### src/jsu_pkg.sv
// shared types, constants and helper functions for the json string unescaper
// no dependencies; imported by every module of the block
`default_nettype none
package jsu_pkg;

  localparam int unsigned QUEUE_DEPTH_DEF = 4;

  localparam logic [7:0] CH_QUOTE     = 8'h22;
  localparam logic [7:0] CH_BACKSLASH = 8'h5C;
  localparam logic [7:0] CH_U         = 8'h75;
  localparam logic [7:0] CH_N         = 8'h6E;
  localparam logic [7:0] CH_T         = 8'h74;
  localparam logic [7:0] CH_R         = 8'h72;
  localparam logic [7:0] CH_B         = 8'h62;
  localparam logic [7:0] CH_F         = 8'h66;

  localparam logic [15:0] UTF8_1B_LIMIT = 16'h0080;
  localparam logic [15:0] UTF8_2B_LIMIT = 16'h0800;
  localparam logic [7:0]  UTF8_LEAD2    = 8'hC0;
  localparam logic [7:0]  UTF8_LEAD3    = 8'hE0;
  localparam logic [7:0]  UTF8_CONT     = 8'h80;
  localparam logic [5:0]  UTF8_CONT_MASK = 6'h3F;

  localparam logic [2:0] HEX_DIGITS = 3'd4;

  typedef enum logic [1:0] {
    MODE_IDLE   = 2'd0,
    MODE_STRING = 2'd1,
    MODE_ESCAPE = 2'd2,
    MODE_HEX    = 2'd3
  } mode_t;

  typedef enum logic [1:0] {
    KIND_DATA   = 2'd0,
    KIND_CLOSED = 2'd1,
    KIND_NOSTR  = 2'd2,
    KIND_TRUNC  = 2'd3
  } kind_t;

  // one request from the front: up to three data bytes, then an optional marker
  typedef struct packed {
    logic [1:0]      n_data;
    logic [2:0][7:0] data;
    logic            has_tail;
    kind_t           tail_kind;
  } job_t;

  typedef struct packed {
    logic [1:0]      n;
    logic [2:0][7:0] bytes;
  } utf8_t;

  function automatic logic [3:0] hex_value(input logic [7:0] h);
    logic [3:0] v;
    v = 4'd0;
    if (h >= 8'h30 && h <= 8'h39) v = 4'(h - 8'h30);
    else if (h >= 8'h61 && h <= 8'h66) v = 4'(h - 8'h57);
    else if (h >= 8'h41 && h <= 8'h46) v = 4'(h - 8'h37);
    return v;
  endfunction

  function automatic logic [7:0] map_escape(input logic [7:0] e);
    logic [7:0] r;
    r = e;
    unique case (e)
      CH_N:    r = 8'h0A;
      CH_T:    r = 8'h09;
      CH_R:    r = 8'h0D;
      CH_B:    r = 8'h08;
      CH_F:    r = 8'h0C;
      default: r = e;
    endcase
    return r;
  endfunction

  function automatic utf8_t utf8_encode(input logic [15:0] v);
    utf8_t u;
    u = '0;
    if (v < UTF8_1B_LIMIT) begin
      u.n        = 2'd1;
      u.bytes[0] = v[7:0];
    end else if (v < UTF8_2B_LIMIT) begin
      u.n        = 2'd2;
      u.bytes[0] = UTF8_LEAD2 | {3'b000, v[10:6]};
      u.bytes[1] = UTF8_CONT | {2'b00, v[5:0] & UTF8_CONT_MASK};
    end else begin
      u.n        = 2'd3;
      u.bytes[0] = UTF8_LEAD3 | {4'b0000, v[15:12]};
      u.bytes[1] = UTF8_CONT | {2'b00, v[11:6] & UTF8_CONT_MASK};
      u.bytes[2] = UTF8_CONT | {2'b00, v[5:0] & UTF8_CONT_MASK};
    end
    return u;
  endfunction

endpackage
`default_nettype wire

### src/jsu_front.sv
// front end: scan state machine, classifies each raw byte into a request
// depends on jsu_pkg
`default_nettype none
module jsu_front (
  input  wire logic         clk,
  input  wire logic         rst_n,
  input  wire logic         acc_en,
  input  wire logic [7:0]   in_byte,
  input  wire logic         in_end_of_buffer,
  output jsu_pkg::job_t     job,
  output logic              job_emit
);
  import jsu_pkg::*;

  mode_t       mode_r, mode_nxt;
  logic [2:0]  cnt_r, cnt_nxt;
  logic [15:0] acc_r, acc_nxt;

  logic [15:0] acc_shift;
  logic [2:0]  cnt_inc;
  logic        ended;
  utf8_t       u;

  always_ff @(posedge clk) begin
    if (!rst_n) begin
      mode_r <= MODE_IDLE;
      cnt_r  <= 3'd0;
      acc_r  <= 16'd0;
    end else if (acc_en) begin
      mode_r <= mode_nxt;
      cnt_r  <= cnt_nxt;
      acc_r  <= acc_nxt;
    end
  end

  always_comb begin
    acc_shift = {acc_r[11:0], hex_value(in_byte)};
    cnt_inc   = cnt_r + 3'd1;
    mode_nxt  = mode_r;
    cnt_nxt   = cnt_r;
    acc_nxt   = acc_r;
    job       = '0;
    ended     = 1'b0;
    u         = '0;
    unique case (mode_r)
      MODE_IDLE: begin
        if (in_byte == CH_QUOTE) begin
          mode_nxt = MODE_STRING;
        end else begin
          job.has_tail  = 1'b1;
          job.tail_kind = KIND_NOSTR;
          ended         = 1'b1;
          mode_nxt      = MODE_IDLE;
          cnt_nxt       = 3'd0;
          acc_nxt       = 16'd0;
        end
      end
      MODE_STRING: begin
        if (in_byte == CH_QUOTE) begin
          job.has_tail  = 1'b1;
          job.tail_kind = KIND_CLOSED;
          ended         = 1'b1;
          mode_nxt      = MODE_IDLE;
          cnt_nxt       = 3'd0;
          acc_nxt       = 16'd0;
        end else if (in_byte == CH_BACKSLASH) begin
          mode_nxt = MODE_ESCAPE;
        end else begin
          job.n_data  = 2'd1;
          job.data[0] = in_byte;
        end
      end
      MODE_ESCAPE: begin
        if (in_byte == CH_U) begin
          mode_nxt = MODE_HEX;
          cnt_nxt  = 3'd0;
          acc_nxt  = 16'd0;
        end else begin
          job.n_data  = 2'd1;
          job.data[0] = map_escape(in_byte);
          mode_nxt    = MODE_STRING;
        end
      end
      MODE_HEX: begin
        acc_nxt = acc_shift;
        cnt_nxt = cnt_inc;
        if (cnt_inc >= HEX_DIGITS) begin
          u          = utf8_encode(acc_shift);
          job.n_data = u.n;
          job.data   = u.bytes;
          mode_nxt   = MODE_STRING;
          cnt_nxt    = 3'd0;
          acc_nxt    = 16'd0;
        end
      end
      default: mode_nxt = MODE_IDLE;
    endcase

    // buffer end: flush a partial \u value, then the truncated marker
    if (in_end_of_buffer && !ended) begin
      if (mode_nxt == MODE_HEX) begin
        u          = utf8_encode(acc_nxt);
        job.n_data = u.n;
        job.data   = u.bytes;
      end
      job.has_tail  = 1'b1;
      job.tail_kind = KIND_TRUNC;
      mode_nxt      = MODE_IDLE;
      cnt_nxt       = 3'd0;
      acc_nxt       = 16'd0;
    end

    job_emit = (job.n_data != 2'd0) || job.has_tail;
  end

endmodule
`default_nettype wire

### src/jsu_queue.sv
// small request queue between the front and back ends
// depends on jsu_pkg
`default_nettype none
module jsu_queue #(
  parameter int unsigned DEPTH = jsu_pkg::QUEUE_DEPTH_DEF
) (
  input  wire logic          clk,
  input  wire logic          rst_n,
  input  wire logic          push,
  input  wire jsu_pkg::job_t push_job,
  output logic               not_full,
  input  wire logic          pop,
  output logic               head_valid,
  output jsu_pkg::job_t      head_job
);
  import jsu_pkg::*;

  localparam int unsigned PW = (DEPTH > 1) ? $clog2(DEPTH) : 1;
  localparam int unsigned CW = $clog2(DEPTH + 1);
  localparam logic [PW-1:0] LAST_PTR = PW'(DEPTH - 1);
  localparam logic [CW-1:0] FULL_CNT = CW'(DEPTH);

  job_t          mem [DEPTH];
  logic [PW-1:0] wr_ptr_r, wr_ptr_nxt;
  logic [PW-1:0] rd_ptr_r, rd_ptr_nxt;
  logic [CW-1:0] cnt_r, cnt_nxt;

  always_ff @(posedge clk) begin
    if (push) begin
      mem[wr_ptr_r] <= push_job;
    end
  end

  always_ff @(posedge clk) begin
    if (!rst_n) begin
      wr_ptr_r <= '0;
      rd_ptr_r <= '0;
      cnt_r    <= '0;
    end else begin
      wr_ptr_r <= wr_ptr_nxt;
      rd_ptr_r <= rd_ptr_nxt;
      cnt_r    <= cnt_nxt;
    end
  end

  always_comb begin
    wr_ptr_nxt = wr_ptr_r;
    rd_ptr_nxt = rd_ptr_r;
    cnt_nxt    = cnt_r;
    if (push) begin
      wr_ptr_nxt = (wr_ptr_r == LAST_PTR) ? '0 : wr_ptr_r + PW'(1);
    end
    if (pop) begin
      rd_ptr_nxt = (rd_ptr_r == LAST_PTR) ? '0 : rd_ptr_r + PW'(1);
    end
    if (push && !pop) cnt_nxt = cnt_r + CW'(1);
    else if (pop && !push) cnt_nxt = cnt_r - CW'(1);
  end

  assign not_full   = (cnt_r != FULL_CNT);
  assign head_valid = (cnt_r != '0);
  assign head_job   = mem[rd_ptr_r];

endmodule
`default_nettype wire

### src/jsu_back.sv
// back end: expands each request into result items, one per cycle while the output is not stalled
// depends on jsu_pkg
`default_nettype none
module jsu_back (
  input  wire logic          clk,
  input  wire logic          rst_n,
  input  wire logic          head_valid,
  input  wire jsu_pkg::job_t head_job,
  output logic               pop,
  output logic               out_valid,
  input  wire logic          out_ready,
  output logic [7:0]         out_byte,
  output logic [1:0]         out_kind,
  output logic               out_last
);
  import jsu_pkg::*;

  logic [1:0] idx_r, idx_nxt;
  logic       out_valid_r, out_valid_nxt;
  logic [7:0] byte_r, byte_nxt;
  kind_t      kind_r, kind_nxt;
  logic       last_r, last_nxt;

  logic [2:0] total;
  logic       load;

  always_ff @(posedge clk) begin
    if (!rst_n) begin
      idx_r       <= 2'd0;
      out_valid_r <= 1'b0;
    end else begin
      idx_r       <= idx_nxt;
      out_valid_r <= out_valid_nxt;
    end
  end

  // payload holds while the output is stalled
  always_ff @(posedge clk) begin
    if (load) begin
      byte_r <= byte_nxt;
      kind_r <= kind_nxt;
      last_r <= last_nxt;
    end
  end

  always_comb begin
    total    = {1'b0, head_job.n_data} + {2'b00, head_job.has_tail};
    load     = head_valid && (!out_valid_r || out_ready);
    last_nxt = ({1'b0, idx_r} == total - 3'd1);
    byte_nxt = 8'd0;
    kind_nxt = head_job.tail_kind;
    if (idx_r < head_job.n_data) begin
      kind_nxt = KIND_DATA;
      case (idx_r)
        2'd0:    byte_nxt = head_job.data[0];
        2'd1:    byte_nxt = head_job.data[1];
        default: byte_nxt = head_job.data[2];
      endcase
    end

    idx_nxt       = idx_r;
    out_valid_nxt = out_valid_r;
    pop           = 1'b0;
    if (load) begin
      out_valid_nxt = 1'b1;
      if (last_nxt) begin
        pop     = 1'b1;
        idx_nxt = 2'd0;
      end else begin
        idx_nxt = idx_r + 2'd1;
      end
    end else if (out_ready) begin
      out_valid_nxt = 1'b0;
    end
  end

  assign out_valid = out_valid_r;
  assign out_byte  = byte_r;
  assign out_kind  = kind_r;
  assign out_last  = last_r;

endmodule
`default_nettype wire

### src/json_string_unescape.sv
// JSON string unescaper: takes one raw byte per cycle and delivers the
// unescaped string bytes and end markers. The front end classifies a byte
// combinationally and accepts a new byte every cycle while its request queue
// (QUEUE_DEPTH entries) has room; the back end delivers one result per cycle
// from a registered output while out_ready is high. A byte that causes at most
// one result keeps pace; a \u escape ending in two or three UTF-8 bytes, or a
// buffer end behind data, yields up to four results, which the queue absorbs.
// An accepted request is registered in the queue, then in the output register.
// depends on jsu_pkg, jsu_front, jsu_queue and jsu_back
`default_nettype none
module json_string_unescape #(
  parameter int unsigned QUEUE_DEPTH = jsu_pkg::QUEUE_DEPTH_DEF
) (
  input  wire logic       clk,
  input  wire logic       rst_n,
  input  wire logic       in_valid,
  output logic            in_ready,
  input  wire logic [7:0] in_byte,
  input  wire logic       in_end_of_buffer,
  output logic            out_valid,
  input  wire logic       out_ready,
  output logic [7:0]      out_byte,
  output logic [1:0]      out_kind,
  output logic            out_last
);
  import jsu_pkg::*;

  job_t job, head_job;
  logic job_emit, acc_en, not_full, head_valid, pop;

  assign in_ready = not_full;
  assign acc_en   = in_valid && in_ready;

  jsu_front u_front (
    .clk              (clk),
    .rst_n            (rst_n),
    .acc_en           (acc_en),
    .in_byte          (in_byte),
    .in_end_of_buffer (in_end_of_buffer),
    .job              (job),
    .job_emit         (job_emit)
  );

  jsu_queue #(
    .DEPTH (QUEUE_DEPTH)
  ) u_queue (
    .clk        (clk),
    .rst_n      (rst_n),
    .push       (acc_en && job_emit),
    .push_job   (job),
    .not_full   (not_full),
    .pop        (pop),
    .head_valid (head_valid),
    .head_job   (head_job)
  );

  jsu_back u_back (
    .clk        (clk),
    .rst_n      (rst_n),
    .head_valid (head_valid),
    .head_job   (head_job),
    .pop        (pop),
    .out_valid  (out_valid),
    .out_ready  (out_ready),
    .out_byte   (out_byte),
    .out_kind   (out_kind),
    .out_last   (out_last)
  );

endmodule
`default_nettype wire

### config.mk
export PLATFORM = sky130hd
export DESIGN_NAME = json_string_unescape
export DESIGN_NICKNAME = d
export VERILOG_FILES = /design/src/jsu_pkg.sv /design/src/jsu_front.sv /design/src/jsu_queue.sv /design/src/jsu_back.sv /design/src/json_string_unescape.sv
export SDC_FILE = /design/constraint.sdc
export NUM_CORES = 1
export LEC_CHECK = 0
export BUFFER_PORTS_ARGS = -buffer_cell sky130_fd_sc_hd__buf_2
export CAP_MARGIN = 20
export CORE_MARGIN = 4
export CORE_UTILIZATION = 58
export CTS_BUF_LIST = sky130_fd_sc_hd__clkbuf_2 sky130_fd_sc_hd__clkbuf_4 sky130_fd_sc_hd__clkbuf_8
export DETAILED_ROUTE_END_ITERATION = 10
export MAX_ROUTING_LAYER = met4
export PLACE_DENSITY_LB_ADDON = 0.05
export SETUP_SLACK_MARGIN = 0.2
export SYNTH_ARGS = -nofsm -noshare
export SYNTH_HDL_FRONTEND = slang
export SYNTH_SLANG_ARGS = --single-unit
### constraint.sdc
create_clock -name clk -period 3.9 [get_ports clk]
set_input_delay 0.975 -clock clk [delete_from_list [all_inputs] [get_ports clk]]
set_output_delay 0.975 -clock clk [all_outputs]
set_load 0.02 [all_outputs]
## After elaboration in Yosys (flattened, before gate mapping)

Memories as Yosys holds them, arrays and structs flattened. A register that Yosys moved wholly into a read port is not among the register bits.
Index checks and enable logic that the tools add are counted.
Widths: inputs -> output; s select.

- Bits in read-only memories: 0
- Bits in latches: 0
- RAM bits: 116
- Bits of input ports: 13
- Logic and storage cells: 144
- Memories: 1
- Flip-flop bits (word level): 42

Memory list:

| name | depth | bits a word | rd ports | clocked after memory_dff | wr ports | RTL line | source |
|---|---|---|---|---|---|---|---|
| u_queue.mem | 4 | 29 | 1 | 1 | 1 | jsu_queue.sv:23 | `job_t mem [DEPTH];` |

- Add/sub/neg operators: 11
- Equality and inequality tests: 20
- Bitwise operators: 0
- Mux-type cells: 67
- Multiply operators: 0
- Divide/modulo/power cells: 0
- Reductions and logical operators: 22
- Shifts and indexed selects: 0
- $lt $le $gt $ge: 12

Operators by type and width:

| cell | count |
|---|---|
| $mux 16 | 8 |
| $pmux 16 s4 | 1 |
| $eq 8x7->1 const B | 7 |
| $mux 8 | 7 |
| $mux 26 | 2 |
| $pmux 8 s5 | 1 |
| $lt 16x12->1 const B | 2 |
| $lt 16x8->1 const B | 2 |
| $mux 29 | 1 |
| $mux 14 | 2 |
| $mux 3 | 9 |
| $mux 2 | 13 |
| $pmux 8 s3 | 1 |
| $ge 8x7->1 const B | 2 |
| $le 8x7->1 const B | 2 |
| $pmux 8 s2 | 1 |
| $mux 1 | 13 |
| $mux 4 | 3 |
| $pmux 3 s4 | 1 |
| $eq 2x2->1 const B | 5 |
| $logic_and 1x1->1 | 9 |
| $eq 8x6->1 const B | 1 |
| $ge 8x6->1 const B | 1 |
| $le 8x6->1 const B | 1 |
| other kinds (22) | 37 |

## Logic depth before layout (Yosys ltp)

Gate-level depths: netlist of run 1.

- Depth after elaboration: 19
- Gate-level depth with buffers: 15

## Cells and area by module

A second synthesis of run 1 with hierarchy kept.

- Cell total of the unflattened synthesis: 598
- Area total of the unflattened synthesis: 7792.5 µm²

Modules (own cells, without submodules):

| module | cells an instance | sequential area each (µm²) | times used | area an instance (µm²) |
|---|---|---|---|---|
| jsu_queue | 196 | 3663.5 | 1 | 4652.0 |
| jsu_front | 330 | 420.4 | 1 | 2368.5 |
| jsu_back | 70 | 390.4 | 1 | 759.5 |
| json_string_unescape | 2 | 0.0 | 1 | 12.5 |

## Worst setup path after synthesis of run 1

No wires, ideal clock.

- Path type: input to register
- Start point: input in_byte[0]
- End point: register u_queue.cnt_r[2]
- Path buffers: 0
- Setup slack: 159 ps
- Data required time: 3824 ps
- Data arrival time: 3666 ps
- Stages on the path: 13
- Setup time: 76 ps
- Cell sequence: inv_1 > ha_1 > nor4b_4 > nand2_1 > xor2_1 > a21oi_1 > a31oi_1 > ha_1 > inv_1 > fa_1 > xor2_1 > or3_1 > a21boi_0

- Longest elaborated chain between the ends: 18

Ends and longest elaborated chain:

| element | RTL line | source |
|---|---|---|
| start, declared | json_string_unescape.sv:18 | `input wire logic [7:0] in_byte,` |
| $ge 8x7->1 / $le 8x7->1 (equally long branches) | jsu_pkg.sv:58 | `else if (h >= 8'h41 && h <= 8'h46) v = 4'(h - 8'h37);` |
| $logic_and 1x1->1 | jsu_pkg.sv:58 |  |
| $mux 4 | jsu_pkg.sv:58 |  |
| $mux 4 | jsu_pkg.sv:57 | `else if (h >= 8'h61 && h <= 8'h66) v = 4'(h - 8'h57);` |
| $mux 4 | jsu_pkg.sv:56 | `if (h >= 8'h30 && h <= 8'h39) v = 4'(h - 8'h30);` |
| $mux 16 / $lt 16x12->1 (equally long branches) | jsu_front.sv:87, jsu_pkg.sv:82 |  |
| $pmux 16 s4 / $mux 1 (equally long branches) | jsu_front.sv:45, jsu_pkg.sv:82 |  |
| $lt 16x12->1 / $mux 2 (equally long branches) | jsu_pkg.sv:82, jsu_pkg.sv:79 |  |
| [3 not listed] | -- |  |
| $mux 29 (*) | jsu_front.sv:100 | `if (in_end_of_buffer && !ended) begin` |
| $reduce_bool 2->1 | jsu_front.sv:113 | `job_emit = (job.n_data != 2'd0) \|\| job.has_tail;` |
| $logic_or 1x1->1 (*) | jsu_front.sv:113 |  |
| $logic_and 1x1->1 (*) | json_string_unescape.sv:49 | `.push (acc_en && job_emit),` |
| named net u_queue.push | jsu_queue.sv:9 | `input wire logic push,` |
| $logic_not 1->1 | jsu_queue.sv:57 | `else if (pop && !push) cnt_nxt = cnt_r - CW'(1);` |
| $logic_and 1x1->1 | jsu_queue.sv:57 |  |
| $reduce_bool 2->1 (no line) | -- |  |
| end signal, assigned | jsu_queue.sv:42 | `cnt_r <= cnt_nxt;` |
| end, declared | jsu_queue.sv:26 | `logic [CW-1:0] cnt_r, cnt_nxt;` |

Mark *: on every way through the listed nets, which the timed path passes. The rest lies on a longest branch.
A chain may end at the register's enable or synchronous reset.

## Final worst setup path of run 1

Ends and elaborated chain as after synthesis.

==> metrics.cfg, run 1 <==
[placement]
place_area_sq_um = 7690
port_buffers = 25
dp.cells = 743
hpwlAfterDp_um = 12200
gp_congestion = 0.963

[worst_setup_path]
cp_num_buf_inv = 3
cp_max_fo = 7
crit_type = input pin to register
crit_chain = buf_2 -> inv_1 -> ha_1 -> nor4b_4 -> a21oi_1 -> a21oi_1 -> a31oi_2 -> ha_1 -> inv_1 -> fa_1 -> xor2_1 -> or3_1 -> a21boi_0
critPathTopFamily = compound AO/OA/AOI/OAI gates
required_ns = 4.26
max_stage_delay_ns = 0.41
cp-end-kind = register
cp_slowest_cell = a21oi_1
cp.arrival_ns = 3.83
start_kind = input pin

[detailed_routing]
via_count = 4928
routed_via_density = 6.36
drtIter0Drc = 655
top_layer_used = met4
post_drt_wl_per_cell_um = 22.3
wirelength_met1_um = 7340
dr_wl_met2_um = 8550
drc = 0
wirelength_um = 17300
wl_met3_um = 1020
ant_nets = 0
drtPass1Iterations = 6

[synthesis]
synth_top_family_by_area = compound AO/OA/AOI/OAI gates
synth_compound_area_frac = 0.141
synth_warnings = 0
postSynthAreaPerCell_sq_um = 13.2
postSynthCellCount = 554
syn_nets = 585
yosys.area_share.simple = 0.119
dominantRegCellSynth = edfxtp_1
synth_xor_area_frac = 0.00840
synthMuxAreaShare = 0.0956
syn_area_sq_um = 7300
ys_types = 71
synth_fa_ha_area_frac = 0.0319
synthArstFlopShare = 0
synth_edf_count = 119
yosysSeqAreaShare = 0.580
ys_ff_latch = 152

[cts]
cts-root-buf = clkbuf_8
cts-resized-gates = 0
cts-buffers-inserted = 17
postCtsSetupRepairBufs = 0
htreeDepth = 4
cts_tree = built
clkLatencyLatePin_ns = 0.44
clk_path_buf_depth = 2
cts_num_sinks = 152
clk_pin_slew_worst_paths_ns = 0.08
hold_buffers = 0

[floorplan]
num_rows = 40
die_w_um = 120
die_area_sq_um = 14400
boundaryPins = 26
core-area_sq_um = 12200
start_util = 0.600
die_y_um = 120

[hold_path]
min_path_type = register to register

[timing]
finalSetupViolCount = 0
tightestPinTransition_ns = 0.943
rsz0062_at_grt = no
slew-limit-headroom = 0.370
skew_ns = 0.0123
fmax_ghz = 0.288
fin_tns_setup_ns = 0
maxSlewViolCount = 0
hold_violations = 0
finalCriticalPeriod_ns = 3.47
finalCritPeriodShare = 0.889
hold_slack_ns = 0.476

[grt]
antenna_found_initial = 0
grt_max_degree = 32
track_usage = 0.256
grt_pass1_vias = 4834
grt-ovfl-total = 0
grt_pass1_wl_um = 27200

[finish]
instances_no_fill = 775
fin_area_sq_um = 8080
drive_gt1_frac = 0.194
n_antenna_cell = 0
nets = 625
syn_to_final_growth_pct = 10.6

[power_and_ir_drop]
p_leak_nw = 2.82
p_per_area_nw_per_um2 = 541
ir_drop_uv = 308

[job]
drv_cap = 0

[status]
outcome = finished, final reports clean

-- layout make-up --
cell class,count,area [sq um]
clock inverter,12,125
inverter,19,71.3
tap,168,210
sequential,152,4240
clock buffer,20,263
multi-input combinational,359,2900
fill,903,4090
timing repair buffer,45,275
-- state kept, by name, indices dropped and copies added, names as in the netlist, named ones only --
name	cells
u_queue.cnt_r	3
u_queue.wr_ptr_r	2
u_front.cnt_r	3
u_back.out_valid	1
u_back.out_last	1
u_back.out_kind	2
u_front.mode_r	2
u_back.out_byte	8
u_front.acc_r	16
u_back.idx_r	2
u_queue.mem	108
u_queue.rd_ptr_r	2
-- power breakdown --
group	internal (mW)	leakage (nW)	switching [mW]
sequential	1.99	1.36	0.0904
clock	0.596	0.199	0.557
combinational	0.484	1.27	0.648
-- cell families (layout without fill, tap and decap cells) --
| family | Yosys count | count (layout) |
|---|---|---|
| simple gates | 158 | 158 |
| flops | 152 | 152 |
| mux | 36 | 36 |
| xor+xnor | 7 | 7 |
| compound gates | 140 | 140 |
| fa+ha+maj | 18 | 18 |
| buf+inv | 43 | 96 |
-- metal layers --
layer	GRT usage	up-vias
met1	0.332	2431
met4	0.0795	0
met5	-	-
li1	-	2240
met2	0.416	217
met3	0.0482	40
-- cells in the mapped netlist (6+ instances only) --
master      n  area (sq um)
nand2b_1   10          62.6
a21oi_1    26           130
a22o_1      8          70.1
a22oi_1    22           165
a21o_1      8          60.1
inv_1      19          71.3
mux4_2     27           608
a21boi_0    9          67.6
mux2i_1     9          90.1
ha_1       17           213
nand2_1    46           173
o21ai_0    13          65.1
edfxtp_1  119          3570
nor2_1     24          90.1
and2_1     14          87.6
o22ai_1     6          37.5
buf_2       6          30.0
nand3_1    11          55.1
dfxtp_1    33           661
nor3_1      8          40.0
clkbuf_1   13          48.8
nor2b_1    19           119
-- layout by cell type, fill, tap and decap left out, drive strengths merged, types with 4 or more instances in the layout --
cell and instances:
a221oi 4, clkinv 8, nor3 9, a22o 8, dfxtp 33, nand2 47, nor4 4, buf 45
a31oi 4, a221o 4, a222oi 5, inv 20, nor2 26, edfxtp 119, clkbuf 20, o22ai 6
a22oi 22, ha 17, nand2b 10, and2 14, a21boi 10, a21o 8, mux2i 9, mux4 27
a211oi 5, nand3 11, xnor2 4, o21ai 16, nor2b 19, or3 4, a21oi 27
-- per-stage QoR --
step / setup WS (ns) / total power, mW / utilization
5_1_grt: 0.238 / 4.60 / 0.664
2_1_floorplan: 0.245 / 2.92 / -
4_1_cts: 0.474 / 4.41 / 0.664
3_5_place_dp: -0.00124 / 3.26 / 0.632
6_report: 0.432 / 4.37 / 0.664
3_3_place_gp: 0.156 / 3.22 / 0.632
-- worst paths after layout --
kind,from,endpoint,slack [ns],cells past startpoint
setup / recovery,in_byte[0],u_queue.cnt_r[2],0.43,13
hold / removal,u_front.cnt_r[1],u_front.cnt_r[1],0.48,2
setup reg to reg,register,u_queue.cnt_r[2],0.59,13
hold reg to reg,u_front.cnt_r[1],u_front.cnt_r[1],0.48,2
-- tightest hold or removal path: stages (launching register included) --
cell,delay (ns)
dfxtp_1,0.32
nand2_1,0.05
a21boi_0,0.06
Power figures use the tool's default switching activity.
==> run 2: changes to the inputs <==
Settings changed: CORE_ASPECT_RATIO set to 2, MAX_ROUTING_LAYER met4 to not set.
Clock period 3.9 ns to 2.8 ns, I/O delays scaled along.
==> run 2 against run 1 <==
  * The flow now finishes with violations (negative setup slack)
  * Clock power increased by 52%
  * Flip-flop and latch count unchanged
  * Global-route usage increased by 3.4 points
  * First-iteration DRC count decreased by 40%
  * Core utilization increased by 11 points
  * Hold slack improved by 0.012 ns
  * Sequential power increased by 39%
  * Non-clock buffer count increased by 106
  * Wire length increased by 21%
  * Sequential share of layout area decreased by 7.9 points
  * Largest power group unchanged
  * Highest routed layer unchanged
==> metrics.cfg, run 2 (synthesis gave the netlist of run 1 again) <==
[finish]
syn_to_final_growth_pct = 30.4  ; was 10.6%
instances_no_fill = 861  ; was 775
drive_gt1_frac = 0.409  ; was 0.194
largest_register_ffs = 108  ; unchanged
n_antenna_cell = 0  ; unchanged
layout_commonest_cell = edfxtp_1  ; unchanged
nets = 732  ; was 625
top_register = u_queue.mem  ; unchanged
final_cell_mix = edfxtp_1 (119), buf_4 (105), nand2_1 (40), dfxtp_1 (32), mux4_2 (27)  ; was edfxtp_1 (119), nand2_1 (46), dfxtp_1 (32), mux4_2 (27), a21oi_1 (26)

[timing]
tightestPinTransition_ns = 0.620  ; was 0.943 ns
rsz0062_at_grt = yes  ; was no
maxSlewViolCount = 0  ; unchanged
finalCriticalPeriod_ns = 2.93
hold_violations = 0  ; unchanged
skew_ns = 0.0171  ; was 0.0123 ns
finalCritPeriodShare = 1.05
layout_setup_ws_ns = -0.129  ; was 0.432 ns
fin_tns_setup_ns = -0.142  ; was 0 ns
fmax_ghz = 0.341
hold_slack_ns = 0.488  ; was 0.476 ns
slew-limit-headroom = 0.585  ; was 0.370
finalSetupViolCount = 2  ; was 0

[status]
violations = negative setup slack
outcome = finished, violations left  ; was finished, final reports clean

[grt]
grt_pass1_vias = 5752  ; was 4834
grt_pass1_wl_um = 31300  ; was 27200 um
track_usage = 0.290  ; was 0.256
antenna_found_initial = 0  ; unchanged
grt_max_degree = 32  ; unchanged
grt-ovfl-total = 0  ; unchanged

[detailed_routing]
drtPass1Iterations = 7  ; was 6
ant_nets = 0  ; unchanged
drtIter0Drc = 391  ; was 655
post_drt_wl_per_cell_um = 24.4  ; was 22.3 um
wirelength_um = 21000  ; was 17300 um
via_count = 5531  ; was 4928
drc = 0  ; unchanged
routed_via_density = 6.42  ; was 6.36

[job]
drv_cap = 0  ; unchanged

[worst_setup_path]
crit_type = register to register  ; was input pin to register
timing.rr.end = u_queue.cnt_r[2]  ; unchanged
start_kind = register  ; was input pin
cp_max_fo = 3  ; was 7
r2r_setup_slack_ns = -0.13  ; was 0.59 ns
cp-end-kind = register  ; unchanged
cp.arrival_ns = 3.30  ; was 3.83 ns
cp_slowest_cell = mux4_2  ; was a21oi_1
ff2ff_path_depth = 13  ; unchanged
max_stage_delay_ns = 0.54  ; was 0.41 ns
cpMostUsedCell = ha_4
crit_chain = mux4_2 -> inv_2 -> ha_4 -> ha_4 -> xnor2_2 -> nor3_2 -> nand2_2 -> ha_4 -> inv_2 -> fa_2 -> xor2_2 -> or3_1 -> a21boi_1  ; was buf_2 -> inv_1 -> ha_1 -> nor4b_4 -> a21oi_1 -> a21oi_1 -> a31oi_2 -> ha_1 -> inv_1 -> fa_1 -> xor2_1 -> or3_1 -> a21boi_0
required_ns = 3.17  ; was 4.26 ns

[cts]
cts-root-buf = clkbuf_8  ; unchanged
clkLatencyLatePin_ns = 0.44  ; about the same
htreeDepth = 4  ; unchanged
clk_pin_slew_worst_paths_ns = 0.09  ; was 0.08 ns
cts-buffers-inserted = 17  ; unchanged
clk_path_buf_depth = 2  ; unchanged
cts_num_sinks = 152  ; unchanged
hold_buffers = 0  ; unchanged
cts_tree = built  ; unchanged

[placement]
hpwlAfterDp_um = 14600  ; was 12200 um
port_buffers = 25  ; unchanged
gp_congestion = 1.09  ; was 0.963
dp.cells = 814  ; was 743

[floorplan]
die_y_um = 167  ; was 120 um
die_w_um = 87.3  ; was 120 um
core-area_sq_um = 12300  ; was 12200 sq um
start_util = 0.595  ; was 0.600
die_area_sq_um = 14600  ; was 14400 sq um
num_rows = 57  ; was 40
boundaryPins = 26  ; unchanged

[power_and_ir_drop]
ir_drop_uv = 699  ; was 308 uV
p_leak_nw = 3.46  ; was 2.82 nW
total_power_mw = 6.58  ; was 4.37 mW
p_per_area_nw_per_um2 = 691  ; was 541 nW/um^2

[hold_path]
hold_start = u_front.cnt_r[1]  ; unchanged
hold-path-endpoint = u_front.cnt_r[1]  ; unchanged
min_path_type = register to register  ; unchanged
whs_path_depth = 2  ; unchanged

run 2: changes by cell type in the layout (fill, tap and decap cells not counted), sizes merged:
| cell | previous run | this run |
|---|---|---|
| clkinv | 8 | 3 |
| buf | 45 | 151 |
| clkinvlp | 1 | 2 |
| clkbuf | 20 | 18 |
| and2 | 14 | 15 |
| inv | 20 | 26 |
run 2: through the flow:
step / setup WS [ns] / instance area (sq um) / util
floorplan: -0.236 / 7470 / -
global placement: -0.607 / 8550 / 0.697
detailed placement: -0.661 / 8550 / 0.697
CTS: -0.0874 / 9220 / 0.752
global route: -0.257 / 9520 / 0.776
finish: -0.129 / 9520 / 0.776
run 2: layer usage:
layer | vias up | share of wire | global-route usage
li1 | 2454 | - | -
met1 | 2730 | 0.32 | 0.305
met2 | 255 | 0.56 | 0.532
met3 | 92 | 0.050 | 0.0425
met4 | 0 | 0.065 | 0.158
met5 | - | 0 | 0
run 2: worst max-delay path by stage:
stage | slack (ns) | from | cells after the start | end
3_5_place_dp | -0.66 | in_byte[0] | 9 | u_queue.mem[1][14]
5_1_grt | -0.26 | register | 13 | u_queue.cnt_r[2]
6_report | -0.13 | register | 13 | u_queue.cnt_r[2]
3_3_place_gp | -0.61 | in_byte[0] | 9 | u_queue.mem[0][14]
2_1_floorplan | -0.24 | in_byte[0] | 13 | u_queue.cnt_r[2]
4_1_cts | -0.09 | register | 13 | u_queue.cnt_r[2]
run 2: area by class of cell:
class / count / area, sq um
multi-input cells: 360 / 3370
clock buffers: 18 / 248
clock inverters: 14 / 178
fillers: 800 / 2750
well taps: 147 / 184
inverters: 19 / 87.6
repair buffers: 151 / 1220
flip-flops and latches: 152 / 4240
run 2: power breakdown:
part | total (mW) | switching, mW | internal, mW
clock | 1.75 | 0.893 | 0.855
sequential | 2.90 | 0.123 | 2.78
combinational | 1.93 | 1.04 | 0.895
total | 6.58 | 2.05 | 4.53
run 2: critical path, delay by kind of cell, from the launching register on:
kind | cells | cell delay (ns)
adders and majority gates | 4 | 0.85
muxes | 1 | 0.54
and+or+nand+nor | 3 | 0.53
AOI/OAI and AO/OA | 1 | 0.13
buffers and inverters | 2 | 0.13
xor gates and xnor gates | 2 | 0.30
DFF | 1 | 0.39
run 2: timing repair:
action                                  4_1_cts  5_1_grt
resized for setup                            39       48
gates cloned                                  0        1
pin swaps                                    27       29
setup buffers                                 8        6
endpoints found under the setup margin      201      114
==> run 3: changes to the inputs <==
Settings changed: CAP_MARGIN 20 to 25, CORE_UTILIZATION 58 to 37, REMOVE_ABC_BUFFERS set to 1.
==> run 3 against run 2 <==
  * The run still ends with negative setup slack left
  * Non-clock buffer count rose by 29
  * First-iteration DRC count shrank 26%
  * Flip-flop and latch count did not move
  * Critical path depth is the same
  * Core utilization shrank 27 points
  * Count of clock-buffer cells in the layout grew 2
  * Clock power about the same
  * Critical path type unchanged
  * Largest cell class unchanged
==> metrics.cfg, run 3 (synthesis gave the netlist of run 1 again) <==
[hold_path]
whs_path_depth = 2  ; unchanged
min_path_type = register to register  ; unchanged
hold_start = u_front.cnt_r[1]  ; unchanged
hold-path-endpoint = u_front.cnt_r[1]  ; unchanged

[cts]
cts-buffers-inserted = 17  ; unchanged
clk_pin_slew_worst_paths_ns = 0.09  ; about the same
cts-root-buf = clkbuf_8  ; unchanged
hold_buffers = 0  ; unchanged
htreeDepth = 4  ; unchanged
clk_path_buf_depth = 2  ; unchanged
clkLatencyLatePin_ns = 0.45  ; was 0.44 ns
cts_tree = built  ; unchanged
cts_num_sinks = 152  ; unchanged

[status]
violations = negative setup slack  ; unchanged
outcome = finished, violations left  ; unchanged

[finish]
fillers = 1711  ; was 800
top_register = u_queue.mem  ; unchanged
drive_gt1_frac = 0.425  ; was 0.409
regArea_sq_um = 4240  ; unchanged
n_antenna_cell = 0  ; unchanged
nets = 760  ; was 732
largest_register_ffs = 108  ; unchanged
syn_to_final_growth_pct = 34.0  ; was 30.4%
layout_commonest_cell = buf_4  ; was edfxtp_1
final_cell_mix = buf_4 (127), edfxtp_1 (119), nand2_1 (40), dfxtp_1 (32), mux4_2 (27)  ; was edfxtp_1 (119), buf_4 (105), nand2_1 (40), dfxtp_1 (32), mux4_2 (27)
multi_input_comb_area_sq_um = 3280  ; was 3370 sq um

[timing]
slew-limit-headroom = 0.616  ; was 0.585
finalSetupViolCount = 2  ; unchanged
fin_tns_setup_ns = -0.107  ; was -0.142 ns
maxSlewViolCount = 0  ; unchanged
tightestPinTransition_ns = 0.575  ; was 0.620 ns
layout_setup_ws_ns = -0.0887  ; was -0.129 ns
fmax_ghz = 0.346  ; was 0.341 GHz
hold_violations = 0  ; unchanged
rsz0062_at_grt = yes  ; unchanged
skew_ns = 0.0180  ; was 0.0171 ns
finalCriticalPeriod_ns = 2.89  ; was 2.93 ns
finalCritPeriodShare = 1.03  ; was 1.05

[floorplan]
core-area_sq_um = 19400  ; was 12300 sq um
num_rows = 72  ; was 57
die_y_um = 207  ; was 167 um
die_area_sq_um = 22200  ; was 14600 sq um
start_util = 0.377  ; was 0.595
die_w_um = 107  ; was 87.3 um
boundaryPins = 26  ; unchanged

[placement]
hpwlAfterDp_um = 16400  ; was 14600 um
port_buffers = 25  ; unchanged
gp_congestion = 0.974  ; was 1.09

[grt]
antenna_found_initial = 0  ; unchanged
grt-ovfl-total = 0  ; unchanged
grt_pass1_vias = 5886  ; was 5752
track_usage = 0.210  ; was 0.290
grt_max_degree = 32  ; unchanged
grt_pass1_wl_um = 34200  ; was 31300 um

[worst_setup_path]
cp_slowest_cell = mux4_2  ; unchanged
cp.arrival_ns = 3.28  ; was 3.30 ns
cp_num_buf_inv = 2  ; unchanged
required_ns = 3.19  ; was 3.17 ns
crit_type = register to register  ; unchanged
cp-end-kind = register  ; unchanged
ff2ff_path_depth = 13  ; unchanged
crit_chain = mux4_2 -> inv_2 -> ha_4 -> ha_4 -> xnor2_2 -> nor3_2 -> nand2_2 -> ha_4 -> inv_2 -> fa_2 -> xor2_1 -> or3_1 -> a21boi_1  ; was mux4_2 -> inv_2 -> ha_4 -> ha_4 -> xnor2_2 -> nor3_2 -> nand2_2 -> ha_4 -> inv_2 -> fa_2 -> xor2_2 -> or3_1 -> a21boi_1
cpMostUsedCell = ha_4  ; unchanged
cp_max_fo = 5  ; was 3
r2r_setup_slack_ns = -0.09  ; was -0.13 ns
start_kind = register  ; unchanged
critPathTopFamily = adder cells  ; unchanged
timing.rr.end = u_queue.cnt_r[2]  ; unchanged
max_stage_delay_ns = 0.53  ; was 0.54 ns

[power_and_ir_drop]
ir_drop_uv = 348  ; was 699 uV
total_power_mw = 6.50  ; was 6.58 mW
p_leak_nw = 3.61  ; was 3.46 nW
p_per_area_nw_per_um2 = 665  ; was 691 nW/um^2

[detailed_routing]
wirelength_um = 22000  ; was 21000 um
post_drt_wl_per_cell_um = 22.0  ; was 24.4 um
drc = 0  ; unchanged
via_count = 5406  ; was 5531
routed_via_density = 5.40  ; was 6.42
drtPass1Iterations = 5  ; was 7
drtIter0Drc = 291  ; was 391
ant_nets = 0  ; unchanged

[job]
drv_cap = 0  ; unchanged

## run 3: cell count changes in the layout (fill, tap and decap cells not counted), sizes merged
cell / delta
inv: -3
clkinv: +2
buf: +29
clkinvlp: -2
clkbuf: +2
bufinv: +1
and2: -1
## run 3: per-stage QoR
step | hold slack (ns) | instances | utilization | setup WS (ns) | cell area, sq um
global route | 0.522 | 1001 | 0.505 | -0.194 | 9790
CTS | 0.487 | 995 | 0.490 | -0.0940 | 9490
global placement | 0.458 | 946 | 0.449 | -0.606 | 8700
floorplan | 0.445 | 530 | - | -1.16 | 7190
detailed placement | 0.474 | 946 | 0.449 | -0.709 | 8700
finish | 0.481 | 1001 | 0.505 | -0.0887 | 9790
## run 3: worst max path at each step
stage / startpoint / end / cells past startpoint
after floorplan: register / u_queue.cnt_r[2] / 13
after global placement: in_byte[0] / u_queue.cnt_r[2] / 14
after detailed placement: in_byte[0] / u_queue.cnt_r[2] / 14
after CTS: register / u_queue.cnt_r[2] / 13
after global routing: register / u_queue.cnt_r[2] / 13
final: register / u_queue.cnt_r[2] / 13
## run 3: power by group
part           leakage [nW]  internal, mW  switching (mW)  total [mW]
clock                 0.216         0.907           0.813        1.72
sequential             1.36          2.78           0.114        2.89
combinational          2.03         0.881            1.01        1.89
## run 3: metal layers
| metal | wire length, um | GRT usage | up-vias |
|---|---|---|---|
| met5 | 0 | 0 | - |
| met4 | 1410 | 0.121 | 0 |
| met3 | 536 | 0.0349 | 77 |
| met2 | 12500 | 0.405 | 151 |
| met1 | 7510 | 0.204 | 2672 |
| li1 | - | - | 2506 |
## run 3: area by class of cell
| class | instances | share of cell area |
|---|---|---|
| Sequential cell | 152 | 0.433 |
| Multi-Input combinational cell | 359 | 0.336 |
| Timing Repair Buffer | 180 | 0.149 |
| Tap cell | 259 | 0.0331 |
| Clock buffer | 20 | 0.0260 |
| Clock inverter | 12 | 0.0153 |
| Inverter | 19 | 0.00831 |
## run 3: what timing repair did
| action | 4_1_cts | 5_1_grt |
|---|---|---|
| endpoints found under the setup margin | 192 | 79 |
| pin swaps | 42 | 35 |
| resized for setup | 63 | 53 |
| setup buffers | 17 | 6 |
## run 3: worst register-to-register path, delay by kind of cell (launching register included)
family	cells	cell delay (ns)
flops	1	0.39
compound gates	1	0.14
mux	1	0.53
xor+xnor	2	0.29
fa+ha+maj	4	0.85
buf+inv	2	0.14
simple gates	3	0.51
